<file path="config.mk">
export PLATFORM = sky130hd
export DESIGN_NAME = sed_kernel
export DESIGN_NICKNAME = d
export VERILOG_FILES = /design/src/hdl/sed_pkg.sv /design/src/hdl/sed_kernel.sv
export SDC_FILE = /design/constraint.sdc
export NUM_CORES = 1
export LEC_CHECK = 0
export BUFFER_PORTS_ARGS = -buffer_cell sky130_fd_sc_hd__buf_4
export CAP_MARGIN = 10
export CORE_ASPECT_RATIO = 2
export CORE_MARGIN = 1
export CORE_UTILIZATION = 40
export DETAILED_ROUTE_END_ITERATION = 16
export PLACE_DENSITY = 0.57
export REMOVE_ABC_BUFFERS = 1
export SLEW_MARGIN = 10
export SYNTH_ARGS = -nofsm -noshare
export SYNTH_HDL_FRONTEND = slang
export SYNTH_SLANG_ARGS = --single-unit
</file>
<file path="constraint.sdc">
create_clock -name clk -period 1.05 [get_ports clk]
set_input_delay 0.21 -clock clk [delete_from_list [all_inputs] [get_ports clk]]
set_output_delay 0.21 -clock clk [all_outputs]
set_load 0.05 [all_outputs]
</file>
<file path="src/hdl/sed_pkg.sv">
`default_nettype none
// ----------------------------------------------------------------------------
// sed_pkg
// Shared types and constants for the streaming Sobel edge magnitude block.
// ----------------------------------------------------------------------------
package sed_pkg;

	localparam int PIX_W     = 8;
	localparam int CFG_W     = 11;
	localparam int CFG_IDX_W = 1;

	typedef logic [PIX_W-1:0] pix_t;

	typedef enum logic [CFG_IDX_W-1:0] {
		CFG_FRAME_WIDTH  = 1'b0,
		CFG_FRAME_HEIGHT = 1'b1
	} cfg_idx_t;

	// per-word control that travels with a pixel down the pipe
	typedef struct packed {
		logic res;     // word completes a window: one result word
		logic last;    // result is the frame's final pixel
		logic mtop;    // window top row outside the frame
		logic mbot;    // window bottom row outside the frame
		logic mleft;   // window left column outside the frame
		logic mright;  // window right column outside the frame
	} sed_flags_t;

endpackage
`default_nettype wire

</file>
<file path="src/hdl/sed_kernel.sv">
`default_nettype none
// ----------------------------------------------------------------------------
// sed_kernel
// Border masking, Sobel gradients, L1 magnitude with saturation, and the
// output word register.
// ----------------------------------------------------------------------------
module sed_kernel import sed_pkg::*; (
	input  wire logic         clk,
	input  wire logic         arst_n,
	input  wire logic         adv,
	input  wire pix_t [8:0]   win,
	input  wire sed_flags_t   flags,
	input  wire logic         vld,
	output logic              out_vld,
	output pix_t              edge_value,
	output logic              frame_last
);

	localparam logic [8:0] KILL_TOP   = 9'h007;
	localparam logic [8:0] KILL_BOT   = 9'h1C0;
	localparam logic [8:0] KILL_LEFT  = 9'h049;
	localparam logic [8:0] KILL_RIGHT = 9'h124;

	logic [8:0]  kill;
	logic [9:0]  v [9];
	logic [9:0]  sx_p, sx_n, sy_p, sy_n;
	logic [9:0]  ax, ay;
	logic [10:0] mag;
	pix_t        mag_sat;

	logic        vld_q;
	pix_t        val_q;
	logic        last_q;

	always_comb begin
		kill = ({9{flags.mtop}} & KILL_TOP) | ({9{flags.mbot}} & KILL_BOT) |
		       ({9{flags.mleft}} & KILL_LEFT) | ({9{flags.mright}} & KILL_RIGHT);
		for (int i = 0; i < 9; i++) begin
			v[i] = kill[i] ? 10'd0 : 10'(win[i]);
		end
		sx_p = v[2] + (v[5] << 1) + v[8];
		sx_n = v[0] + (v[3] << 1) + v[6];
		sy_p = v[6] + (v[7] << 1) + v[8];
		sy_n = v[0] + (v[1] << 1) + v[2];
		ax   = (sx_p >= sx_n) ? sx_p - sx_n : sx_n - sx_p;
		ay   = (sy_p >= sy_n) ? sy_p - sy_n : sy_n - sy_p;
		mag  = 11'(ax) + 11'(ay);
		mag_sat = (mag > 11'd255) ? 8'hFF : mag[7:0];
	end

	always_ff @(posedge clk or negedge arst_n) begin
		if (!arst_n) begin
			vld_q <= 1'b0;
		end else if (adv) begin
			vld_q <= vld && flags.res;
		end
	end

	always_ff @(posedge clk) begin
		if (adv) begin
			val_q  <= mag_sat;
			last_q <= flags.last;
		end
	end

	assign out_vld    = vld_q;
	assign edge_value = val_q;
	assign frame_last = last_q;

endmodule
`default_nettype wire

</file>
* Word-level counts from Yosys, hierarchy flattened
Index checks and enable logic that the tools add are counted.
** Cells by class
- Add/subtract/negate cells :: 13
- Multipliers :: 0
- Div/mod/pow operators :: 0
- Order comparisons :: 3
- Equality and inequality tests :: 0
- Shifts and indexed selects :: 0
- Muxes and demuxes :: 10
- Bitwise operators :: 3
- Reductions and logical operators :: 1
** Operators by type and width (count)
- $mux W8 :: 8
- $add A10 B8 Y10 :: 4
- $add A8 B9 Y10 :: 4
- $sub A10 B10 Y10 :: 4
- $ge A10 B10 Y1 :: 2
- $mux W10 :: 2
- $add A10 B10 Y11 :: 1
- $gt A11 B8 Y1 const B :: 1
- $or A3 B9 Y9 :: 1
- $or A9 B7 Y9 :: 1
- $or A9 B9 Y9 :: 1
- $logic_and A1 B1 Y1 :: 1
** Word-level totals
- Register bits :: 10
- Latch bits :: 0
- RAM bits :: 0
- Bits in read-only memories :: 0
- Input port bits :: 82
- Output and inout port bits :: 10
- Logic and storage cells :: 33
- Memories :: 0

* Logic depth before layout (Yosys ltp)
- Word-level depth :: 10
- Mapped depth :: 30
- Depth with buffers taken out :: 27

* Least setup slack after synthesis
No wires, ideal clock.
- Path type :: input -> register
- From :: input flags[1] in the netlist's numbering
- To :: register val_q[3], in the netlist edge_value[3], data pin
- Setup time :: 0.269 ns
- Arrival :: 6.394 ns
- Required time :: 0.781 ns
- Path slack :: -5.613 ns
- Stages on the path :: 26
- Path buffers :: 2
- Cells stage by stage :: clkbuf_1 nor2_1 nand2_1 fa_1 inv_1 ha_1 a21o_1 a21oi_1 nor2b_1 o21a_1 o41ai_1 xor2_1 ha_1 inv_1 a311oi_1 a2111o_1 and2_1 buf_2 mux2_1 ha_1 a211oi_2 o211ai_1 a41o_1 or4b_4 a311oi_4 o21ai_2
** On the way
- Word-level cells in the longest chain between the ends :: 9
** Ends and longest elaborated chain
- from (decl) :: RTL line sed_kernel.sv:12 : input wire sed_flags_t flags,
- $or A9 B7 Y9 * :: RTL line sed_kernel.sv:36 : kill = ({9{flags.mtop}} & KILL_TOP) | ({9{flags.mbot}} & KILL_BOT) |
- $or A9 B9 Y9 * :: RTL line sed_kernel.sv:37 : ({9{flags.mleft}} & KILL_LEFT) | ({9{flags.mright}} & KILL_RIGHT);
- $mux W8 :: RTL line sed_kernel.sv:39 : v[i] = kill[i] ? 10'd0 : 10'(win[i]);
- $add A8 B9 Y10, on equally long branches :: RTL line sed_kernel.sv:42, sed_kernel.sv:43, sed_kernel.sv:44
- $add A10 B8 Y10, on equally long branches :: RTL line sed_kernel.sv:42, sed_kernel.sv:43, sed_kernel.sv:44
- $sub A10 B10 Y10, or another cell as far along :: RTL line sed_kernel.sv:45 : ax = (sx_p >= sx_n) ? sx_p - sx_n : sx_n - sx_p;
- $mux W10, on equally long branches :: RTL line sed_kernel.sv:45, sed_kernel.sv:46
- $add A10 B10 Y11 * :: RTL line sed_kernel.sv:47 : mag = 11'(ax) + 11'(ay);
- $gt A11 B8 Y1 :: RTL line sed_kernel.sv:48 : mag_sat = (mag > 11'd255) ? 8'hFF : mag[7:0];
- to (signal assigned) :: RTL line sed_kernel.sv:61 : val_q <= mag_sat;
- to (decl) :: RTL line sed_kernel.sv:32 : pix_t val_q;
Every way passes the cells marked *; elsewhere a longest branch is shown, timed or not.
A chain may end at the register's enable or synchronous reset.

* Worst setup path in the final report
- From :: input flags[0] in the netlist's numbering
- To :: register val_q[1], in the netlist edge_value[1], data pin
** On the way
- Word-level cells in the longest chain between the ends :: 8
** Ends and longest elaborated chain
- $or A9 B9 Y9 * :: RTL line sed_kernel.sv:37
- $mux W8 :: RTL line sed_kernel.sv:39
- $add A8 B9 Y10 :: RTL line sed_kernel.sv:41 : sx_p = v[2] + (v[5] << 1) + v[8];
- $add A10 B8 Y10 :: RTL line sed_kernel.sv:41
- $sub A10 B10 Y10 / $ge A10 B10 Y1 (equally long branches) :: RTL line sed_kernel.sv:45
- $mux W10 :: RTL line sed_kernel.sv:45
- $add A10 B10 Y11 * :: RTL line sed_kernel.sv:47
- $gt A11 B8 Y1 :: RTL line sed_kernel.sv:48
Marks and branches as above.

==> summary.txt <==
# clock sinks - 10
Pleak - 4.14 nW
Placed cells - 1012
Status - finished with violations
Std cell rows - 56
Fin util - 66.0%
Inserted Clock Buffers - 3
Top cells by area, synth - ha_1, fa_1, inv_1
Clk buf depth - 2
Root buffer selected by CTS - clkbuf_16
Layout area overhead - 59.4%
Slowest-stage cell, CP - or4b_4
Setup TNS Final - -39630 ps
CP peak stage delay - 530 ps
Most common cell type on the critical path - buf_6
Critical Path Source Type - input pin
CP arrival - 6010 ps
Post-synthesis area per instance - 8.01 um2
Area leader, netlist - ha_1
WL final - 16000 um
Post-synthesis register bit count - 10
Max-slew violations - 0
Nets@finish - 1088
CP Capture Type - register
VDD IR-drop max - 2.54 mV
Starting Density - 41.4%
Crit path buffers/inverters - 4
CP top delay family - compound AO/OA/AOI/OAI gates
Cell Pwr Density - 2250 nW/um2
Switch Pwr - 0.00802 W
Mapped cell area - 4870 um2
Power Total - 0.0175 W
Sw frac - 45.9%
Dpl hpwl - 14000 um
Synth Instances - 608
Reg2reg setup slack - 420 ps
Core Region - 11800 um2
Number of vias per cell - 5.01
Gr ovfl total - 0
Die height - 158 um
Post-DRT Antenna Nets - 0
TritonCTS clock tree - yes
PnR worst setup slack - -4970 ps
Worst slew margin - 72.2%
Vias in the first global route - 5618
Die W - 80.0 um
Post-DR wirelength/cell - 15.6 um
Register area share after synthesis - 6.06%
Via count - 5154
Part of the power in registers - 4.6%
Largest net degree at the start of global routing - 12
Share of cells above drive strength 1 - 42.4%
# H-tree levels - 1
Worst Hold Class - input pin to register
Type of the worst setup path - input pin to register
Ys Warns - 0
Initial drt markers - 94
Crit-path max FO - 8
Tmin final - 6020 ps
Yosys cell types - 49
Die footprint - 12700 um2
Ys async rst share - 10.0%
Tot GR Track Use - 26.2%
RSZ-0062 raised after global routing - yes
Area share of the largest cell type after synthesis - 22.6%
Max cap viols - 0
First-pass GRT wire length - 25500 um
Number of remaining DRC errors - 0
Fin crit share - 573%
Final Non-Filler Cells - 1029
Number of synthesized flops with an enable pin - 9
Worst-Margin Slew - 406 ps
Port Buffer Count - 83
Hold Violations, Final - 0
Clk pwr share - 3.9%
Internal power - 0.00945 W
IO Pins - 92
Endpoints failing setup - 8
Final Wtd Congestion - 1.01
Clock-pin slew on the worst setup and hold paths - 40 ps
Initial antenna violation count - 1
Clock latency on the worst-skew pair - 240 ps
Failing checks - setup timing
ANT cells - 0
F_max - 0.166 GHz
Clock Skews - 0 ps
Synth Flop Type - edfxtp_1
CP Data Required Time - 1040 ps
First-pass detailed-route iteration total - 4
Combinational Power Share - 91.5%
-- through the flow --
| step | instance area [um2] | setup WS, ps | hold WS, ps |
|---|---|---|---|
| after global placement | 7060 | -5610 | -14.7 |
| final | 7770 | -4970 | 156 |
| after CTS | 7460 | -4980 | 159 |
| after floorplan | 4810 | -5420 | -85.6 |
| after detailed placement | 7060 | -5580 | -11.8 |
| after global routing | 7770 | -5230 | 152 |
-- path summary, 6_finish.rpt --
| check | endpoint | depth (start not counted) | start |
|---|---|---|---|
| max in group asynchronous | out_vld | 2 | arst_n |
| min reg2reg | out_vld | 2 | out_vld |
| min in group asynchronous | out_vld | 2 | arst_n |
| max reg2reg | out_vld | 2 | out_vld |
| max | edge_value[1] | 28 | flags[0] |
| min | frame_last | 1 | flags[4] |
-- power groups by stage --
stage	registers [W]	clock network [W]	logic, W
floorplan	0.00142	0	0.00769
global placement	0.000806	0	0.0141
detailed placement	0.000808	0	0.0143
CTS	0.000808	0.000690	0.0154
global route	0.000820	0.000716	0.0176
finish	0.000803	0.000686	0.0160
-- area by class of cell --
type / count / area [um2]
Clock inverter: 1 / 3.75
Inverter: 90 / 338
Timing Repair Buffer: 287 / 2220
Fill cell: 1018 / 4010
Tap cell: 145 / 181
Sequential cell: 10 / 295
Multi-Input combinational cell: 493 / 4650
Clock buffer: 3 / 75.1
-- cell usage after synthesis, drive strengths merged (3+ instances only) --
cell,instances
o21a,6
inv,90
buf,3
a211oi,6
nor2b,29
o21bai,5
a21o,24
o21ai,25
o211ai,5
mux2,3
mux2i,13
a31o,4
nand3,3
fa,33
xnor2,32
xor2,27
and2,13
nand2,48
nor2,30
nand2b,23
nand4,7
nor3,7
edfxtp,9
ha,88
clkbuf,12
a21oi,33
a31oi,5
-- sequential cells by signal, indices dropped and copies added, names as in the netlist --
name and cells:
edge_value 8, frame_last 1, out_vld 1
-- metal layers --
metal	global-route usage [%]	vias to the layer above	routed length, um
met5	0	-	13
met2	52.7	136	8940
li1	-	2603	-
met4	14.0	2	1090
met3	1.38	41	419
met1	25.5	2372	5550
-- placed cells by master, fill, tap and decap left out, types with 5 or more instances in the layout --
| master | count |
|---|---|
| fa_1 | 32 |
| nand4_1 | 7 |
| o211ai_1 | 5 |
| ha_1 | 69 |
| inv_1 | 86 |
| a21oi_1 | 23 |
| edfxtp_1 | 9 |
| nand2_1 | 39 |
| xnor2_1 | 29 |
| buf_6 | 8 |
| nor2b_1 | 24 |
| and2_1 | 9 |
| o21a_1 | 6 |
| o21ai_0 | 19 |
| buf_4 | 275 |
| nor2_1 | 24 |
| nor3_1 | 7 |
| ha_4 | 14 |
| mux2i_1 | 10 |
| nand2_2 | 9 |
| a21o_1 | 24 |
| xor2_1 | 27 |
| ha_2 | 5 |
| nand2b_1 | 21 |
| a21oi_2 | 9 |
-- cell families (layout without fill, tap and decap cells) --
kind of cell | Yosys count | in the layout | synth area share (%)
multiplexers | 16 | 16 | 3.36
XOR/XNOR | 59 | 59 | 10.6
adder cells (fa/ha/maj) | 121 | 121 | 36.2
AO/OA/AOI/OAI | 132 | 132 | 18.5
AND/OR/NAND/NOR | 165 | 165 | 17.1
buffers and inverters | 105 | 381 | 8.14
flip-flops | 10 | 10 | 6.06
-- timing repair --
action                     in CTS  in global routing
resized for setup              57                 50
buffers inserted                9                  3
hold endpoints to repair        1                  0
hold buffers                    1                  0
setup endpoints to repair       8                  8
pin swaps                      42                 25
No activity file was read; power rests on OpenSTA's default activity.
