### src/hdl/sed_pkg.sv
`default_nettype none
// ----------------------------------------------------------------------------
// sed_pkg
// Shared types and constants for the streaming Sobel edge magnitude block.
// ----------------------------------------------------------------------------
package sed_pkg;

	localparam int PIX_W     = 8;
	localparam int CFG_W     = 11;
	localparam int CFG_IDX_W = 1;

	typedef logic [PIX_W-1:0] pix_t;

	typedef enum logic [CFG_IDX_W-1:0] {
		CFG_FRAME_WIDTH  = 1'b0,
		CFG_FRAME_HEIGHT = 1'b1
	} cfg_idx_t;

	// per-word control that travels with a pixel down the pipe
	typedef struct packed {
		logic res;     // word completes a window: one result word
		logic last;    // result is the frame's final pixel
		logic mtop;    // window top row outside the frame
		logic mbot;    // window bottom row outside the frame
		logic mleft;   // window left column outside the frame
		logic mright;  // window right column outside the frame
	} sed_flags_t;

endpackage
`default_nettype wire

### src/hdl/sed_pos.sv
`default_nettype none
// ----------------------------------------------------------------------------
// sed_pos
// Frame geometry registers and raster position tracker. Derives the border
// masks, result flag and frame-end flag for each accepted word.
// ----------------------------------------------------------------------------
module sed_pos import sed_pkg::*; #(
	parameter int MAX_WIDTH  = 1024,
	parameter int MAX_HEIGHT = 1024,
	localparam int CW = $clog2(MAX_WIDTH),
	localparam int WW = $clog2(MAX_WIDTH + 1),
	localparam int HW = $clog2(MAX_HEIGHT + 1),
	localparam int RW = $clog2(MAX_HEIGHT + 4)
) (
	input  wire logic                 clk,
	input  wire logic                 arst_n,
	input  wire logic                 cfg_we,
	input  wire logic [CFG_IDX_W-1:0] cfg_index,
	input  wire logic [CFG_W-1:0]     cfg_data,
	input  wire logic                 acc,
	input  wire pix_t                 pixel_in,
	output logic      [CW-1:0]        col,
	output pix_t                      pix,
	output sed_flags_t                flags
);

	localparam logic [WW-1:0] W_RST = WW'((MAX_WIDTH < 640) ? MAX_WIDTH : 640);
	localparam logic [HW-1:0] H_RST = HW'((MAX_HEIGHT < 480) ? MAX_HEIGHT : 480);

	function automatic logic [31:0] clamp_dim(input logic [CFG_W-1:0] v, input int hi);
		logic [31:0] vx;
		vx = 32'(v);
		if (vx == 32'd0) begin
			return 32'd1;
		end else if (vx > 32'(hi)) begin
			return 32'(hi);
		end
		return vx;
	endfunction

	logic [WW-1:0] w_q;
	logic [HW-1:0] h_q;
	logic [RW-1:0] hp1_q;
	logic [CW-1:0] col_q;
	logic [RW-1:0] row_q;

	logic          wrap;
	logic [CW-1:0] col_a;
	logic [RW-1:0] row_a;
	logic          restart;
	logic [CW-1:0] col0;
	logic [RW-1:0] row0;
	logic [RW-1:0] h_x;
	logic          cz;
	logic [WW-1:0] col1;
	logic          nxt_wrap;
	logic [31:0]   cfg_dim;

	always_comb begin
		cfg_dim = clamp_dim(cfg_data, MAX_WIDTH);
		if (cfg_idx_t'(cfg_index) == CFG_FRAME_HEIGHT) begin
			cfg_dim = clamp_dim(cfg_data, MAX_HEIGHT);
		end
	end

	always_ff @(posedge clk or negedge arst_n) begin
		if (!arst_n) begin
			w_q   <= W_RST;
			h_q   <= H_RST;
			hp1_q <= RW'(H_RST) + RW'(1);
		end else if (cfg_we) begin
			case (cfg_idx_t'(cfg_index))
				CFG_FRAME_WIDTH: begin
					w_q <= cfg_dim[WW-1:0];
				end
				CFG_FRAME_HEIGHT: begin
					h_q   <= cfg_dim[HW-1:0];
					hp1_q <= cfg_dim[RW-1:0] + RW'(1);
				end
				default: begin
					w_q <= w_q;
				end
			endcase
		end
	end

	always_comb begin
		h_x     = RW'(h_q);
		wrap    = WW'(col_q) >= w_q;
		col_a   = wrap ? '0 : col_q;
		row_a   = wrap ? row_q + RW'(1) : row_q;
		restart = (row_a > hp1_q) || ((row_a == hp1_q) && (col_a != '0));
		col0    = restart ? '0 : col_a;
		row0    = restart ? '0 : row_a;
		cz      = col0 == '0;

		flags.res    = (row0 >= RW'(2)) || ((row0 == RW'(1)) && !cz);
		flags.last   = (row0 == hp1_q) && cz;
		flags.mtop   = (!cz && (row0 == RW'(1))) || (cz && (row0 == RW'(2)));
		flags.mbot   = (!cz && (row0 == h_x)) || (cz && (row0 == hp1_q));
		flags.mleft  = (col0 == CW'(1)) || (cz && (w_q == WW'(1)));
		flags.mright = cz;

		pix      = (row0 < h_x) ? pixel_in : '0;
		col      = col0;
		col1     = WW'(col0) + WW'(1);
		nxt_wrap = col1 >= w_q;
	end

	always_ff @(posedge clk or negedge arst_n) begin
		if (!arst_n) begin
			col_q <= '0;
			row_q <= '0;
		end else if (acc) begin
			col_q <= nxt_wrap ? '0 : col1[CW-1:0];
			row_q <= nxt_wrap ? row0 + RW'(1) : row0;
		end
	end

endmodule
`default_nettype wire

### config.mk
export PLATFORM = sky130hd
export DESIGN_NAME = sed_pos
export DESIGN_NICKNAME = d
export VERILOG_FILES = /design/src/hdl/sed_pkg.sv /design/src/hdl/sed_pos.sv
export SDC_FILE = /design/constraint.sdc
export NUM_CORES = 1
export LEC_CHECK = 0
export ABC_AREA = 0
export BUFFER_PORTS_ARGS = -buffer_cell sky130_fd_sc_hd__buf_2
export CAP_MARGIN = 25
export CORE_ASPECT_RATIO = 0.75
export CORE_UTILIZATION = 55
export CTS_CLUSTER_DIAMETER = 120
export DETAILED_ROUTE_END_ITERATION = 10
export GPL_TIMING_DRIVEN = 0
export PLACE_DENSITY_LB_ADDON = 0.3
export SYNTH_ARGS = -nofsm -noshare
export SYNTH_HDL_FRONTEND = slang
export SYNTH_SLANG_ARGS = --single-unit
### constraint.sdc
create_clock -name clk -period 8.97 [get_ports clk]
set_input_delay 0.897 -clock clk [delete_from_list [all_inputs] [get_ports clk]]
set_output_delay 0.897 -clock clk [all_outputs]
set_load 0.05 [all_outputs]
## Yosys cells after proc, flatten, opt, wreduce, memory -nomap -nowiden

Index checks and enable logic that the tools add are counted.

- Eq/ne operators: 7
- Reductions and logical operators: 17
- Order comparisons: 6
- Bitwise gates (word level): 1
- Mux-type cells: 15
- $add $sub $neg: 4

Operators by type and width:

| operator | number |
|---|---|
| $mux 11 | 8 |
| $add 11x1->11 const B | 3 |
| $eq 11x11->1 | 3 |
| $mux 10 | 3 |
| $eq 11x1->1 const B | 2 |
| $add 10x1->11 const B | 1 |
| $eq 11x2->1 const B | 1 |
| $ge 10x11->1 | 1 |
| $ge 11x11->1 | 1 |
| $ge 11x2->1 const B | 1 |
| $gt 11x11->1 | 1 |
| $gt 11x11->1 const B | 1 |
| $logic_not 11->1 | 1 |
| $lt 11x11->1 | 1 |
| $eq 10x1->1 const B | 1 |
| $logic_not 10->1 | 1 |
| $reduce_bool 10->1 | 1 |
| $mux 8 | 1 |
| $logic_and 1x1->1 | 6 |
| $logic_or 1x1->1 | 5 |
| $reduce_and 2->1 | 2 |
| $mux 1 | 3 |
| $logic_not 1->1 | 1 |
| $not 1->1 | 1 |

- Word-level logic and storage cells: 55
- Input bits: 24
- Register bits after elaboration: 54
- Output and inout port bits: 24

## Logic depth before layout (Yosys ltp)

- Depth after elaboration: 10
- Mapped depth: 33
- Depth with buffers taken out: 31

## Worst setup path before layout

OpenSTA, ideal clock, no wires.

- Path type: register to register
- Start: register w_q[9]
- End: register row_q[10]
- Slack: 1999 ps
- Buffers on the path: 2
- Library setup time: 131 ps
- Cell stages (with the launch flop): 31
- Required time: 8839 ps
- Clock period less this slack: 6971 ps
- Arrival: 6840 ps
- Cells stage by stage: dfstp_2 > inv_1 > ha_1 > a21oi_1 > a21oi_1 > a21oi_1 > or4_1 > buf_2 > xnor2_1 > ha_1 > nand4_1 > nor2_1 > nand4_1 > a31oi_2 > o21a_1 > clkbuf_1 > nand2_1 > inv_1 > ha_1 > and2_1 > and2_1 > and3_1 > xor2_1 > ha_1 > a211oi_1 > nand2_1 > o31ai_1 > nor4_2 > and4_1 > mux2i_1 > or3_1

- Cells in the longest elaborated chain, start to end: 9
- Elaborated cells between the ends (all ways): 14
- Those cells by class: add/sub (2); order compare (3); eq/ne (1); mux (5); reduce/logical (3)

RTL lines:

| what | RTL line | text |
|---|---|---|
| from (decl) | sed_pos.sv:41 | `logic [WW-1:0] w_q;` |
| from (signal assigned) | sed_pos.sv:74 | `w_q <= cfg_dim[WW-1:0];` |
| from (signal assigned) | sed_pos.sv:81 | `w_q <= w_q;` |
| $ge 10x11->1 (*) | sed_pos.sv:89 | `wrap = WW'(col_q) >= w_q;` |
| parallel branches: the longest is 4 deep, another holds $gt 11x11->1 | n/a |  |
| $mux 10 (*) | sed_pos.sv:93 | `col0 = restart ? '0 : col_a;` |
| net col[0] | sed_pos.sv:22 | `output logic [CW-1:0] col,` |
| $add 10x1->11 (*) | sed_pos.sv:106 | `col1 = WW'(col0) + WW'(1);` |
| $ge 11x11->1 (*) | sed_pos.sv:107 | `nxt_wrap = col1 >= w_q;` |
| $mux 11 (*) | sed_pos.sv:116 | `row_q <= nxt_wrap ? row0 + RW'(1) : row0;` |
| to (signal assigned) | sed_pos.sv:116 |  |
| to (decl) | sed_pos.sv:45 | `logic [RW-1:0] row_q;` |

Mark *: on every way through the listed nets, which the timed path passes.
A chain may end at the register's enable or synchronous reset.

## Worst setup path in the final report

- Start: register w_q[9]
- End: output pix[3]

- Cells in the longest elaborated chain, start to end: 8
- Elaborated cells between the ends (all ways): 11
- Those cells by class: order compare (3); eq/ne (1); mux (4); reduce/logical (3)

RTL lines:

| what | RTL line | text |
|---|---|---|
| $ge 10x11->1 (*) | sed_pos.sv:89 |  |
| parallel branches: the longest is 4 deep, another holds $gt 11x11->1 | n/a |  |
| $mux 11 (*) | sed_pos.sv:94 | `row0 = restart ? '0 : row_a;` |
| $lt 11x11->1 (*) | sed_pos.sv:104 | `pix = (row0 < h_x) ? pixel_in : '0;` |
| $mux 8 (*) | sed_pos.sv:104 |  |
| to (decl) | sed_pos.sv:23 | `output pix_t pix,` |

Every way passes the cells marked *.

==> metrics.txt <==
count of flip-flops with a built-in enable after synthesis 0; setup-violating endpoint count in the final report 0; initial antenna violation count 0; DRT antenna net count 0; Syn Area/Cell 8.10 µm²; clock skew 0.0113 ns; final hold vios 0; pin count of the biggest net entering global routing 38; clock tree from TritonCTS built; ys flop type dfrtp_1; data required time at the worst endpoint 8.07 ns; CTS Buf Count 5; top post-synthesis cells by area dfrtp_1 23%, ha_1 14%, dfstp_2 6.3%; fraction of power spent switching nets 50.8%; Final Net Count 701; nature of the critical path endpoint output pin; highest ir drop seen on vdd 0.241 mV; max-capacitance violation count 0; die width 108 µm; Max Freq 0.127 GHz; fraction of final layout cells with drive strength greater than 1 13.4%; overall routing resource usage 30.3%; largest area contributor in the netlist dfrtp_1; clk_lat worst skew 0.32 ns; mean number of vias per cell 6.02; proportion of power drawn by flip-flops and latches 26.3%; unrepaired setup endpoints after global routing false; number of hold buffers added after CTS 0; register bit count reported by yosys 54; global-route wire length before repair 20300 µm; clock transition at the registers of the reported paths 0.10 ns; initial core utilization 57.6%; final cycle utilization of the critical path 88.1%; RD Place Congestion 0.942; critical setup path kind flop to output pin; total number of clock tree sinks 54; total inserted antenna cells 0; headroom to the max-slew limit 49.0%; share of the synthesized area in the top cell type 23.3%; maximum clock insertion buffer count 2; Bufs and invs on worst path 4; Area Overhead vs Synth 10.5%; arrival time of the worst setup path 7.00 ns; DRT iter0 DRCs 366; post-CTS resize count 0; Critical Path Fanout Max 10; post-CTS setup buffers 0; number of buffers inserted by port buffering 46; post-synthesis sequential area ratio 29.5%; run status complete, no violations; number of instances in the synthesized netlist 571; count of cell types in the netlist 58; Die Span Y 81.4 µm; max-slew violation count 0; Leakage Power 2.43 nW; Int Power 0.599 mW; transition time at the pin with the least slew margin 0.763 ns; Ports 48; startpoint kind of the worst setup timing path flop; Yosys Warn Count 0; detailed-router iteration count before antenna repair 5; Comb pwr share 61.4%; half-perimeter wire length after detailed placement 9970 µm; total power 1.22 mW; average wire per cell in the routed design 16.9 µm; overall overflow remaining after global route 0; Die Outline Area 0.00878 mm²; sum of routed wire length over all layers 12300 µm; delay of the slowest cell on the worst path 0.58 ns; class of the most critical hold timing path flop to flop; net load switching power 0.619 mW; library cell contributing the largest single delay on the critical path or4_1; Area after DPL 0.00501 mm²; post-route minimum period 7.90 ns; total number of vias 4404; fraction of power consumed by the clock network 12.3%; delay-heaviest family, CP compound AO/OA/AOI/OAI gates; number of nets produced by synthesis 646; root buffer cell clkbuf_8; via count of the first global-routing pass 4061; share of async-settable or async-resettable flops after synthesis 100%; Core ar. 0.00802 mm²; area of all placed cells without fillers 0.00511 mm²; power per cell area 238 mW/mm²; Syn Std Cell Area 0.00462 mm²; standard-cell rows 28; post-route DRC violation count 0; summed negative setup slack over all endpoints 0 ns; Max H-tree Level 2; number of filler instances in the final layout 708
==> path summary, 6_finish.rpt <==
| kind | startpoint | end | slack (ns) | cells after the start |
|---|---|---|---|---|
| worst max-delay path | w_q[9]$_DFFE_PN1P_ | pix[3] | 1.07 | 26 |
| worst max register to register | w_q[9]$_DFFE_PN1P_ | row_q[10]$_DFFE_PN0P_ | 1.17 | 31 |
| max in group asynchronous | arst_n | w_q[7]$_DFFE_PN1P_ | 7.85 | 2 |
| min in group asynchronous | arst_n | col_q[9]$_DFFE_PN0P_ | 0.50 | 1 |
| worst min-delay path | h_q[9]$_DFFE_PN0P_ | h_q[9]$_DFFE_PN0P_ | 0.49 | 2 |
| worst min register to register | h_q[9]$_DFFE_PN0P_ | h_q[9]$_DFFE_PN0P_ | 0.49 | 2 |
==> per-stage QoR <==
step	util (%)	std cells	worst slack, ns	hold WS (ns)
2_1_floorplan	-	571	2.00	0.450
5_1_grt	63.7	732	0.603	0.518
4_1_cts	63.7	732	1.11	0.493
3_3_place_gp	62.1	722	1.02	0.469
3_5_place_dp	62.4	724	1.35	0.471
6_report	63.7	732	1.07	0.488
==> logic make-up (layout without fill, tap and decap cells) <==
family | after synthesis | count (layout) | synth area share, %
compound gates | 122 | 122 | 16.4
xor+xnor | 38 | 38 | 8.09
fa+ha+maj | 51 | 51 | 13.8
buf+inv | 82 | 138 | 7.09
flops | 54 | 54 | 29.5
mux | 9 | 9 | 2.03
simple gates | 215 | 215 | 23.1
==> cells in the final DEF (no fill, tap or decap), types with 11 or more instances in the layout <==
master / instances
ha_1: 51
nand3_1: 20
o21ai_0: 46
xor2_1: 12
a21oi_1: 28
nor2_1: 50
nand2_1: 61
clkbuf_1: 13
dfrtp_1: 43
buf_2: 48
dfstp_2: 11
inv_1: 63
nand2b_1: 13
xnor2_1: 23
==> synth_stat cells, types with 2 or more instances <==
library cell and number:
nand4_1 9, a31oi_1 5, and2_1 10, nor4b_1 3, clkbuf_1 13, xnor2_1 23
a211oi_1 6, and4_1 2, nand2b_1 13, dfrtp_1 43, mux2i_1 6, o32ai_1 3
and3_1 8, nor3_1 10, nor2_1 50, nand2_1 61, dfstp_2 11, a21o_1 2
or4_1 3, nor4_1 9, buf_6 2, nand3_1 20, mux2_2 3, o31ai_1 4
o221ai_1 2, a21oi_1 28, xnor3_1 3, inv_1 63, ha_1 51, a22o_1 3
xor2_1 12, o21ai_0 46, o22ai_1 5, o21a_1 8, or3_1 3, nor2b_1 6
==> flip-flops by register name, indices dropped and copies added, names as in the netlist <==
name,count
h_q,11
hp1_q,11
row_q,11
w_q,11
col_q,10
==> area by class of cell <==
class                           count  area [µm²]  area share (%)
Tap cell                          105         131            2.57
Inverter                           64         240            4.70
Timing Repair Buffer               48         255            5.00
Clock inverter                      2        17.5           0.343
Buffer                             18        87.6            1.71
Multi-Input combinational cell    435        2930            57.3
Sequential cell                    54        1370            26.7
Clock buffer                        6        82.6            1.62
==> power by group through the flow <==
stage,sequential (mW),clock [mW],combinational (mW)
floorplan,0.310,0,0.558
global placement,0.321,0,0.710
detailed placement,0.323,0,0.731
CTS,0.318,0.151,0.736
global route,0.324,0.162,0.812
finish,0.320,0.149,0.748
==> tightest hold or removal path, stage by stage, from the launching register on <==
cell,delay [ns]
dfrtp_1,0.36
nand2_1,0.04
o21ai_0,0.06
==> per-layer routing <==
metal | up-vias | part of all wire (%) | GRT usage, %
met5 | - | 0 | 0
met4 | 0 | 1.6 | 8.49
met3 | 21 | 8.2 | 4.82
met2 | 219 | 44 | 47.2
met1 | 2079 | 46 | 43.5
li1 | 2085 | - | -
Power figures use the tool's default switching activity.
